**src/hdl/deq_pkg.sv**
```systemverilog
// shared types and codes for the double-ended queue
package deq_pkg;

  // command codes
  localparam logic [2:0] CMD_PUSH_FRONT = 3'd0;
  localparam logic [2:0] CMD_PUSH_BACK  = 3'd1;
  localparam logic [2:0] CMD_POP_FRONT  = 3'd2;
  localparam logic [2:0] CMD_POP_BACK   = 3'd3;
  localparam logic [2:0] CMD_PEEK_FRONT = 3'd4;
  localparam logic [2:0] CMD_PEEK_BACK  = 3'd5;

  // result status codes
  localparam logic [1:0] ST_OK       = 2'd0;
  localparam logic [1:0] ST_OVERFLOW = 2'd1;
  localparam logic [1:0] ST_EMPTY    = 2'd2;

  // operations broadcast to the cell row
  localparam logic [1:0] OP_HOLD       = 2'd0;
  localparam logic [1:0] OP_SHIFT_UP   = 2'd1;
  localparam logic [1:0] OP_SHIFT_DOWN = 2'd2;
  localparam logic [1:0] OP_LOAD       = 2'd3;

  typedef struct packed {
    logic [2:0]         cmd;
    logic signed [31:0] push_value;
  } req_t;

  typedef struct packed {
    logic signed [31:0] read_value;
    logic [1:0]         status;
    logic [7:0]         entry_count;
    logic               is_empty;
  } rsp_t;

  typedef struct packed {
    logic [1:0] op;
  } cell_ctrl_t;

endpackage

```
**src/hdl/deq_cell.sv**
```systemverilog
// one storage cell of the deque row, with its slice of the back-read chain
module deq_cell #(
  parameter int DATA_WIDTH = 32,
  parameter int IDXW       = 7,
  parameter int IDX        = 0
) (
  input  logic                  clk,
  input  deq_pkg::cell_ctrl_t   ctrl,
  input  logic [IDXW-1:0]       tail_idx,
  input  logic [IDXW-1:0]       back_idx,
  input  logic [DATA_WIDTH-1:0] word,
  input  logic [DATA_WIDTH-1:0] lower_data,
  input  logic [DATA_WIDTH-1:0] upper_data,
  input  logic [DATA_WIDTH-1:0] chain_in,
  output logic [DATA_WIDTH-1:0] data,
  output logic [DATA_WIDTH-1:0] chain_out
);

  localparam logic [IDXW-1:0] MY_IDX = IDXW'(IDX);

  // stored word: shift towards the back, towards the front, or load at the tail
  always_ff @(posedge clk) begin
    case (ctrl.op)
      deq_pkg::OP_SHIFT_UP: begin
        data <= lower_data;
      end
      deq_pkg::OP_SHIFT_DOWN: begin
        data <= upper_data;
      end
      deq_pkg::OP_LOAD: begin
        if (tail_idx == MY_IDX) begin
          data <= word;
        end
      end
      default: begin
        data <= data;
      end
    endcase
  end

  // back-read chain moves one cell towards the front each cycle
  always_ff @(posedge clk) begin
    chain_out <= (back_idx == MY_IDX) ? data : chain_in;
  end

endmodule

```
**config.mk**
```make
export PLATFORM = sky130hd
export DESIGN_NAME = deq_cell
export DESIGN_NICKNAME = d
export VERILOG_FILES = /design/src/hdl/deq_pkg.sv /design/src/hdl/deq_cell.sv
export SDC_FILE = /design/constraint.sdc
export NUM_CORES = 1
export LEC_CHECK = 0
export ABC_AREA = 1
export BUFFER_PORTS_ARGS = -buffer_cell sky130_fd_sc_hd__buf_4
export CAP_MARGIN = 25
export CORE_MARGIN = 5
export CORE_UTILIZATION = 36
export DETAILED_ROUTE_END_ITERATION = 8
export PLACE_DENSITY = 0.82
export SLEW_MARGIN = 40
export SYNTH_ARGS = -nofsm -noshare
export SYNTH_HDL_FRONTEND = slang
export SYNTH_SLANG_ARGS = --single-unit
```
**constraint.sdc**
```tcl
create_clock -name clk -period 2.34 [get_ports clk]
set_input_delay 0.351 -clock clk [delete_from_list [all_inputs] [get_ports clk]]
set_output_delay 0.351 -clock clk [all_outputs]
set_load 0.005 [all_outputs]
```
Word level (Yosys, flattened, before mapping):

Cells that the tools add are included.

* bits in registers: 64
* bits of input ports: 145
* output and inout port bits: 64
* logic and storage cells: 13

* eq/ne operators: 4
* mux-type cells: 3
* reductions and logical operators: 4

Operators with widths (count)
* 32-bit one-hot mux with 3 select lines: 1
* 32-bit two-way mux: 2
* 7-bit logical NOT: 2
* 2-bit equality test (second input constant): 2
* 3-bit nonzero test: 1
* 2-bit by 1-bit equality test with 1-bit output (second input constant): 1
* 2-bit != test (second input constant): 1
* 2-bit AND reduction: 1

Longest topological paths before layout:

Gate-level depths: netlist of the first run.

* depth in word-level cells: 3
* gate-level depth with buffers: 7
* depth with buffers taken out: 6

Least setup slack after synthesis of the first run:

Ideal clock, no wire load.

* path kind: input-to-reg
* start point: input port ctrl[0] in the netlist's numbering
* end point: register data[0], enable pin
* setup time: 0.422 ns
* arrival: 2.139 ns
* data required time: 1.918 ns
* setup slack: -0.221 ns
* stages on the path: 4
* path buffers: 2
* cells stage by stage: buf_2 -> buf_2 -> nor2_1 -> nor2_1

* longest elaborated chain between the ends: 3
* elaborated cells on any way between the ends: 6
* classes of those cells: eq/ne (4); reduce/logical (2)

RTL lines
* start, declared: line deq_cell.sv:8 `input deq_pkg::cell_ctrl_t ctrl,`
* 2-bit equality test or 2-bit by 1-bit equality test with 1-bit output (tied branches): line deq_cell.sv:23 `case (ctrl.op)`
* 2-bit != test (no line) or 3-bit nonzero test (tied branches)
* 2-bit AND reduction (no line) (*)
* end signal, assigned: line deq_cell.sv:25 `data <= lower_data;`
* end signal, assigned: line deq_cell.sv:28 `data <= upper_data;`
* end signal, assigned: line deq_cell.sv:32 `data <= word;`
* end, declared: line deq_cell.sv:15 `output logic [DATA_WIDTH-1:0] data,`

Every way passes the cells marked *; elsewhere a longest branch is shown, timed or not.
A chain may end at the register's enable or synchronous reset.

Worst setup path after layout of the first run:

* start point: input port ctrl[0] in the netlist's numbering
* end point: register data[10], enable pin

Same word-level chain as after synthesis.

==> results.cfg, run 1 <==
[status]
status = finished clean

[cells_and_area]
layout.nets = 679
area_growth_pct = 64.2
antenna_cells = 0
fill_cells = 673
drive_gt1_frac = 0.442
final_area_um2 = 4590

[sta]
setup_tns_ps = 0
fin_crit_ps = 1430
slew_violations = 0
finalHoldViolations = 0
fin_crit_sh = 0.609
slew_headroom = 0.596
finClkSkew_ps = 8.21
rsz0062_at_grt = no
setup_violations = 0
tightest_slew_ps = 603
timing.fmax_mhz = 702

[route]
routed_wl_um = 9210
drt_first_pass_iters = 4
vias = 2971
wire_per_inst_um = 14.4
drc = 0
routed_via_density = 4.64
drt_iter0_drc = 78
antenna_left = 0

[place]
place_area_um2 = 4400
hpwl_um = 7260
gp_congestion = 0.794
port_buffers = 208

[synthesis]
synth.most_common_cell = nand2_1
synth-seq-area-share = 0.573
synth_nets = 476
yosys-top-cells-count = nand2_1, nand3_1, dfxtp_1, edfxtp_1, buf_2
synth_area_per_cell_um2 = 8.44
synth_top_area_frac = 0.344
synth_edf_count = 32
async_flop_share = 0
synth_top_flop_cell = edfxtp_1
yosysWarnings = 0
yosysTopAreaCell = edfxtp_1
synth_cell_types = 14
netlist_area_um2 = 2800
synthCells = 331
ys_ff_latch = 64
synth.area.top_cells = edfxtp_1, dfxtp_1, nand2_1

[power]
switching_share = 0.229
power_switching_mw = 0.642
power_mw = 2.80
ir_worst_vdd_uv = 263
p_comb_frac = 0.187
p_leak_nw = 2.33
p_seq_frac = 0.482
powerDensity_nw_per_um2 = 611
power_frac_clock = 0.331
p_int_mw = 2.16

[grt]
grt_use_total = 0.190
met1_usage = 0.198
gr-usage-met3 = 0.0757
grt_pass1_vias = 3085
busiest_layer = met2
grt_max_degree = 36
grt_overflow = 0
grtUsageMet2 = 0.339
antenna_found_initial = 0
grt_pass1_wl_um = 14600

[critical_path]
setup.worst_path.end_class = register
crit_chain = buf_4 > nor2_1 > nor2_4 > buf_12
start_kind = primary input
cpMaxStageDelayCell = nor2_4
worstPathRequired_ps = 2370
worst-setup-path-type = in2reg
arrival_ps = 1450
critPathMaxStageDelay_ps = 370
cp_max_fo = 35

[floorplan]
die_w_um = 98.1
coreArea_um2 = 7650
initial_core_util = 0.366
die_h_um = 98.1
core.rowCount = 32
ios = 209
die_area_um2 = 9630

[clock_tree]
htree_levels = 3
cts_inserted_buffers = 9
cts_sinks = 64
hold_buffers = 0
clockBufferDepth = 2
cts_setup_buffers = 0
cts_tree = done
clkLatencyLatePin_ps = 320
root_buffer = clkbuf_8
cts_resized = 0
clk_pin_slew_ps = 70

[worst_hold_path]
hold_path_class = in2reg

[job]
max_cap_viol_count = 0
[cells by family (layout without fill, tap and decap cells)]
logic type	count (synthesis)	in the layout	synth area share
buffers and inverters	25	232	0.0609
DFF	64	64	0.573
and+or+nand+nor	242	242	0.366
[critical path, delay by kind of cell]
kind                   cells  cell delay [ps]
buffers and inverters      2              580
AND/OR/NAND/NOR            2              510
[metal layers]
layer | part of all wire | vias to the layer above
met1 | 0.35 | 1318
met4 | 0.034 | 0
met3 | 0.091 | 28
met2 | 0.52 | 151
li1 | - | 1474
met5 | 0 | -
[cell usage in the layout (no fill, tap or decap)]
cell type	instances
buf_4	210
nand2_1	159
nand3_1	64
dfxtp_1	32
edfxtp_1	32
clkbuf_8	11
nor2_1	8
nand2_2	7
inv_1	4
nor2_4	3
clkinv_2	2
buf_12	2
inv_2	1
nor2_2	1
clkinv_1	1
bufinv_16	1
[through the flow]
stage                     setup WS (ps)  hold slack (ps)  utilization  std cells
after floorplan                     299              454            -        331
after global placement              607              458        0.575        625
after detailed placement            581              464        0.575        625
after CTS                           932              187        0.600        640
after global routing                846              182        0.600        640
final                               915              207        0.600        640
[cell type report]
cell class	count	area [um^2]	share of cell area
Clock buffer	11	151	0.0330
Clock inverter	4	43.8	0.00954
Inverter	5	18.8	0.00409
Multi-Input combinational cell	242	1030	0.225
Sequential cell	64	1600	0.349
Tap cell	102	128	0.0278
Timing Repair Buffer	212	1620	0.352
[path summary, 6_finish.rpt]
| kind | startpoint | end | slack, ps | depth (start not counted) |
|---|---|---|---|---|
| worst max-delay path | ctrl[0] | data[10] | 910 | 4 |
| worst min-delay path | chain_in[6] | chain_out[6] | 210 | 3 |
| worst max register to register | data[11] | chain_out[11] | 1670 | 2 |
| worst min register to register | data[29] | chain_out[29] | 470 | 2 |
[flip-flops by register name (all words and copies together) (netlist names)]
register / flops
chain_out: 32
data: 32
[power groups by stage]
stage	logic, mW	registers (mW)	clock network, mW
floorplan	0.134	1.38	0
global placement	0.521	1.37	0
detailed placement	0.531	1.38	0
CTS	0.532	1.35	0.955
global route	0.573	1.37	1.01
finish	0.525	1.35	0.927
No activity file was read; power rests on OpenSTA's default activity.
==> run 2, diff against run 1 <==
--- a/config.mk
+++ b/config.mk
@@ -9,9 +9,9 @@
 export BUFFER_PORTS_ARGS = -buffer_cell sky130_fd_sc_hd__buf_4
 export CAP_MARGIN = 25
 export CORE_MARGIN = 5
-export CORE_UTILIZATION = 36
+export CORE_UTILIZATION = 40
 export DETAILED_ROUTE_END_ITERATION = 8
-export PLACE_DENSITY = 0.82
+export PLACE_DENSITY = 0.86
 export SLEW_MARGIN = 40
 export SYNTH_ARGS = -nofsm -noshare
 export SYNTH_HDL_FRONTEND = slang
==> constraint.sdc (replaced) <==
create_clock -name clk -period 1.4 [get_ports clk]
set_input_delay 0.21 -clock clk [delete_from_list [all_inputs] [get_ports clk]]
set_output_delay 0.21 -clock clk [all_outputs]
set_load 0.005 [all_outputs]
==> results.cfg, run 2 (synthesis results as in run 1) <==
[cells_and_area]
final_cell_mix = buf_4, nand2_1, nand3_1
area_growth_pct = 64.9
seq_area_um2 = 1600
final_cells = 639
final_area_um2 = 4610
fill_cells = 549
top_regs = chain_out (32), data (32)
layout.nets = 683
antenna_cells = 0
multi_input_area_um2 = 1030
drive_gt1_frac = 0.442
final_common_cell = buf_4

[power]
power_switching_mw = 1.08
p_leak_nw = 2.34
power_frac_clock = 0.315
p_int_mw = 3.53
powerDensity_nw_per_um2 = 1000
p_seq_frac = 0.491
p_comb_frac = 0.194
ir_worst_vdd_uv = 511
switching_share = 0.234

[floorplan]
die_h_um = 93.6
initial_core_util = 0.411
die_w_um = 93.6
core.rowCount = 30
die_area_um2 = 8760
coreArea_um2 = 6790
ios = 209

[critical_path]
r2r_start = data[25]
cp_num_buf_inv = 1
cp_max_fo = 2
rr_endpoint = chain_out[25]
crit_chain = buf_4
worst-setup-path-type = reg2out
ff2ff_setup_slack_ps = 740
start_kind = register
rr_worst_depth = 2
arrival_ps = 900
cpMaxStageDelayCell = edfxtp_1
setup.worst_path.end_class = output port
critPathMaxStageDelay_ps = 430
worstPathRequired_ps = 1190
critPathTopFamily = flip-flops

[sta]
tightest_slew_ps = 704
worst_slack_ps = 287
timing.fmax_mhz = 899
slew_headroom = 0.529
whs_ps = 70.7
rsz0062_at_grt = no
setup_tns_ps = 0
finClkSkew_ps = 10.8
setup_violations = 0
fin_crit_ps = 1110
fin_crit_sh = 0.795
finalHoldViolations = 0
slew_violations = 0

[place]
place_area_um2 = 4430
gp_congestion = 0.971
hpwl_um = 7460
pre_cts_ws_ps = 75.4
port_buffers = 208
placedCellCount = 623

[grt]
grt_max_degree = 33
grt_pass1_vias = 2946
grt_overflow = 0
antenna_found_initial = 0
grt_use_total = 0.206
grt_pass1_wl_um = 14000

[route]
antenna_left = 0
drc = 0
vias = 2996
wire_per_inst_um = 14.7
drt_first_pass_iters = 4
routed_wl_um = 9380
drt_iter0_drc = 88
routed_via_density = 4.69

[worst_hold_path]
min_to = chain_out[21]
holdCritStartpoint = chain_in[21]
hold_path_depth = 3
hold_path_class = in2reg

[clock_tree]
root_buffer = clkbuf_8
cts_tree = done
htree_levels = 3
clockBufferDepth = 2
clk_pin_slew_ps = 70
cts_inserted_buffers = 9
cts_setup_buffers = 0
cts_resized = 0
cts_sinks = 64
hold_buffers = 0
clkLatencyLatePin_ps = 320

[status]
status = finished clean

[job]
max_cap_viol_count = 0
==> run 2: layout make-up <==
type | instances | area share
Clock buffer | 11 | 0.0285
Inverter | 5 | 0.00407
Clock inverter | 5 | 0.0103
Tap cell | 96 | 0.0261
Multi-Input combinational cell | 242 | 0.224
Timing Repair Buffer | 216 | 0.360
Sequential cell | 64 | 0.347
==> run 2: power groups by stage <==
stage	Clock (mW)	Sequential (mW)	Combinational, mW
final	1.45	2.26	0.892
after CTS	1.49	2.27	0.902
after floorplan	0	2.31	0.233
after global placement	0	2.30	0.879
after detailed placement	0	2.31	0.900
after global routing	1.61	2.28	0.968
==> run 2: worst max path at each step <==
| stage | startpoint | to | depth (start not counted) |
|---|---|---|---|
| floorplan | tail_idx[5] | data[0] | 5 |
| finish | data[7] | data[7] | 1 |
| global route | data[5] | data[5] | 1 |
| detailed placement | tail_idx[5] | data[10] | 7 |
| global placement | tail_idx[5] | data[4] | 7 |
| CTS | data[5] | data[5] | 1 |
==> run 2: metrics by stage <==
stage	power, mW	utilization
finish	4.61	0.678
detailed placement	3.21	0.652
CTS	4.66	0.678
global placement	3.18	0.652
floorplan	2.54	-
global route	4.86	0.678
==> run 2: routing by layer <==
layer / up-vias / share of wire / global-route usage
li1: 1484 / - / -
met1: 1359 / 0.34 / 0.220
met2: 139 / 0.55 / 0.380
met3: 14 / 0.090 / 0.0603
met4: 0 / 0.018 / 0.0770
met5: - / 0 / 0
==> run 3, diff against run 2 <==
==> constraint.sdc (replaced) <==
create_clock -name clk -period 1.05 [get_ports clk]
set_input_delay 0.1575 -clock clk [delete_from_list [all_inputs] [get_ports clk]]
set_output_delay 0.1575 -clock clk [all_outputs]
set_load 0.005 [all_outputs]
==> results.cfg, run 3 (synthesis results as in run 1) <==
[route]
vias = 3140
drt_first_pass_iters = 4
drc = 0
routed_wl_um = 10200
drt_iter0_drc = 118
antenna_left = 0
wire_per_inst_um = 15.4
routed_via_density = 4.76

[floorplan]
die_area_um2 = 8760
coreArea_um2 = 6790
initial_core_util = 0.411
die_h_um = 93.6
ios = 209
core.rowCount = 30
die_w_um = 93.6

[cells_and_area]
final_cell_mix = buf_4, nand2_1, nand3_1
area_growth_pct = 75.9
final_common_cell = buf_4
antenna_cells = 0
layout.nets = 704
final_area_um2 = 4920
drive_gt1_frac = 0.461
top_regs = chain_out (32), data (32)

[grt]
grt_pass1_vias = 3081
busiest_layer = met2
met1_usage = 0.219
grtUsageMet2 = 0.401
grt_overflow = 0
grt_pass1_wl_um = 14700
grt_use_total = 0.220
grt_max_degree = 33
antenna_found_initial = 0
gr-usage-met3 = 0.0684

[sta]
fin_crit_ps = 1060
finClkSkew_ps = 5.46
fin_crit_sh = 1.01
worst_slack_ps = -10.8
finalHoldViolations = 0
setup_tns_ps = -18.0
rsz0062_at_grt = yes
tightest_slew_ps = 736
setup_violations = 4
slew_headroom = 0.508
timing.fmax_mhz = 943
slew_violations = 0

[critical_path]
setup.worst_path.end_class = output port
rr_worst_depth = 4
worst-setup-path-type = reg2out
rr_endpoint = chain_out[6]
critPathTopFamily = flip-flops
crit_chain = buf_6
r2r_start = data[6]
ff2ff_setup_slack_ps = 160
arrival_ps = 900
cp_max_fo = 2
critPathMaxStageDelay_ps = 440
cpMaxStageDelayCell = edfxtp_1
cp_num_buf_inv = 1
worstPathRequired_ps = 890
start_kind = register

[worst_hold_path]
holdCritStartpoint = chain_in[29]
min_to = chain_out[29]
hold_path_depth = 3
hold_path_class = in2reg

[place]
gp_congestion = 0.882
port_buffers = 208
place_area_um2 = 4470
hpwl_um = 7560

[job]
max_cap_viol_count = 0

[clock_tree]
clockBufferDepth = 2
cts_inserted_buffers = 9
clkLatencyLatePin_ps = 330
root_buffer = clkbuf_8
clk_pin_slew_ps = 80
cts_tree = done
htree_levels = 3
cts_sinks = 64

[status]
status = finished, violations left
violations = negative setup slack

[power]
power_mw = 6.52
ir_worst_vdd_uv = 867
powerDensity_nw_per_um2 = 1330
p_leak_nw = 2.49
## run 3: worst max path at each step
| stage | end | start | slack, ps | cells past startpoint |
|---|---|---|---|---|
| final | data[28] | data[28] | -10 | 1 |
| after global routing | data[4] | data[4] | -60 | 1 |
| after CTS | data[28] | data[28] | -30 | 1 |
| after detailed placement | data[23] | ctrl[0] | -220 | 4 |
| after global placement | data[4] | tail_idx[1] | -170 | 7 |
| after floorplan | data[0] | tail_idx[1] | -290 | 5 |
## run 3: worst min-delay path: cells and delay by family
kind	cells	cell delay, ps
buf+inv	1	70
simple gates	2	90
## run 3: what timing repair did
action | 4_1_cts | 5_1_grt
buffers inserted | 6 | 9
endpoints found under the hold margin | 5 | 0
hold buffers | 5 | 0
gates resized for setup | 15 | 11
setup endpoints to repair | 21 | 31
## run 3: area by class of cell
type                            instances  area [um^2]
Multi-Input combinational cell        242         1050
Clock inverter                          4         45.0
Tap cell                               96          120
Inverter                                5         18.8
Fill cell                             468         1880
Sequential cell                        64         1600
Clock buffer                           12          145
Timing Repair Buffer                  237         1940
## run 3: where the power goes
part / switching (mW) / internal, mW / leakage, nW / total [mW]
Clock: 0.920 / 1.15 / 0.100 / 2.07
Combinational: 0.502 / 0.910 / 1.80 / 1.41
Sequential: 0.139 / 2.90 / 0.586 / 3.04
Total: 1.56 / 4.96 / 2.49 / 6.52
## run 3: metrics by stage
step | utilization | instances | setup WS (ps) | hold WS [ps]
after floorplan | - | 331 | -291 | 261
after global placement | 0.657 | 624 | -171 | 342
after detailed placement | 0.657 | 624 | -225 | 351
after CTS | 0.708 | 651 | -33.4 | 0.0984
after global routing | 0.724 | 660 | -56.3 | 2.36
final | 0.724 | 660 | -10.8 | 13.9
## run 3: metal layers
layer,routed length (um),part of all wire,vias to the layer above
li1,-,-,1525
met1,3500,0.34,1408
met2,5330,0.52,178
met3,976,0.096,29
met4,380,0.037,0
met5,0,0,-
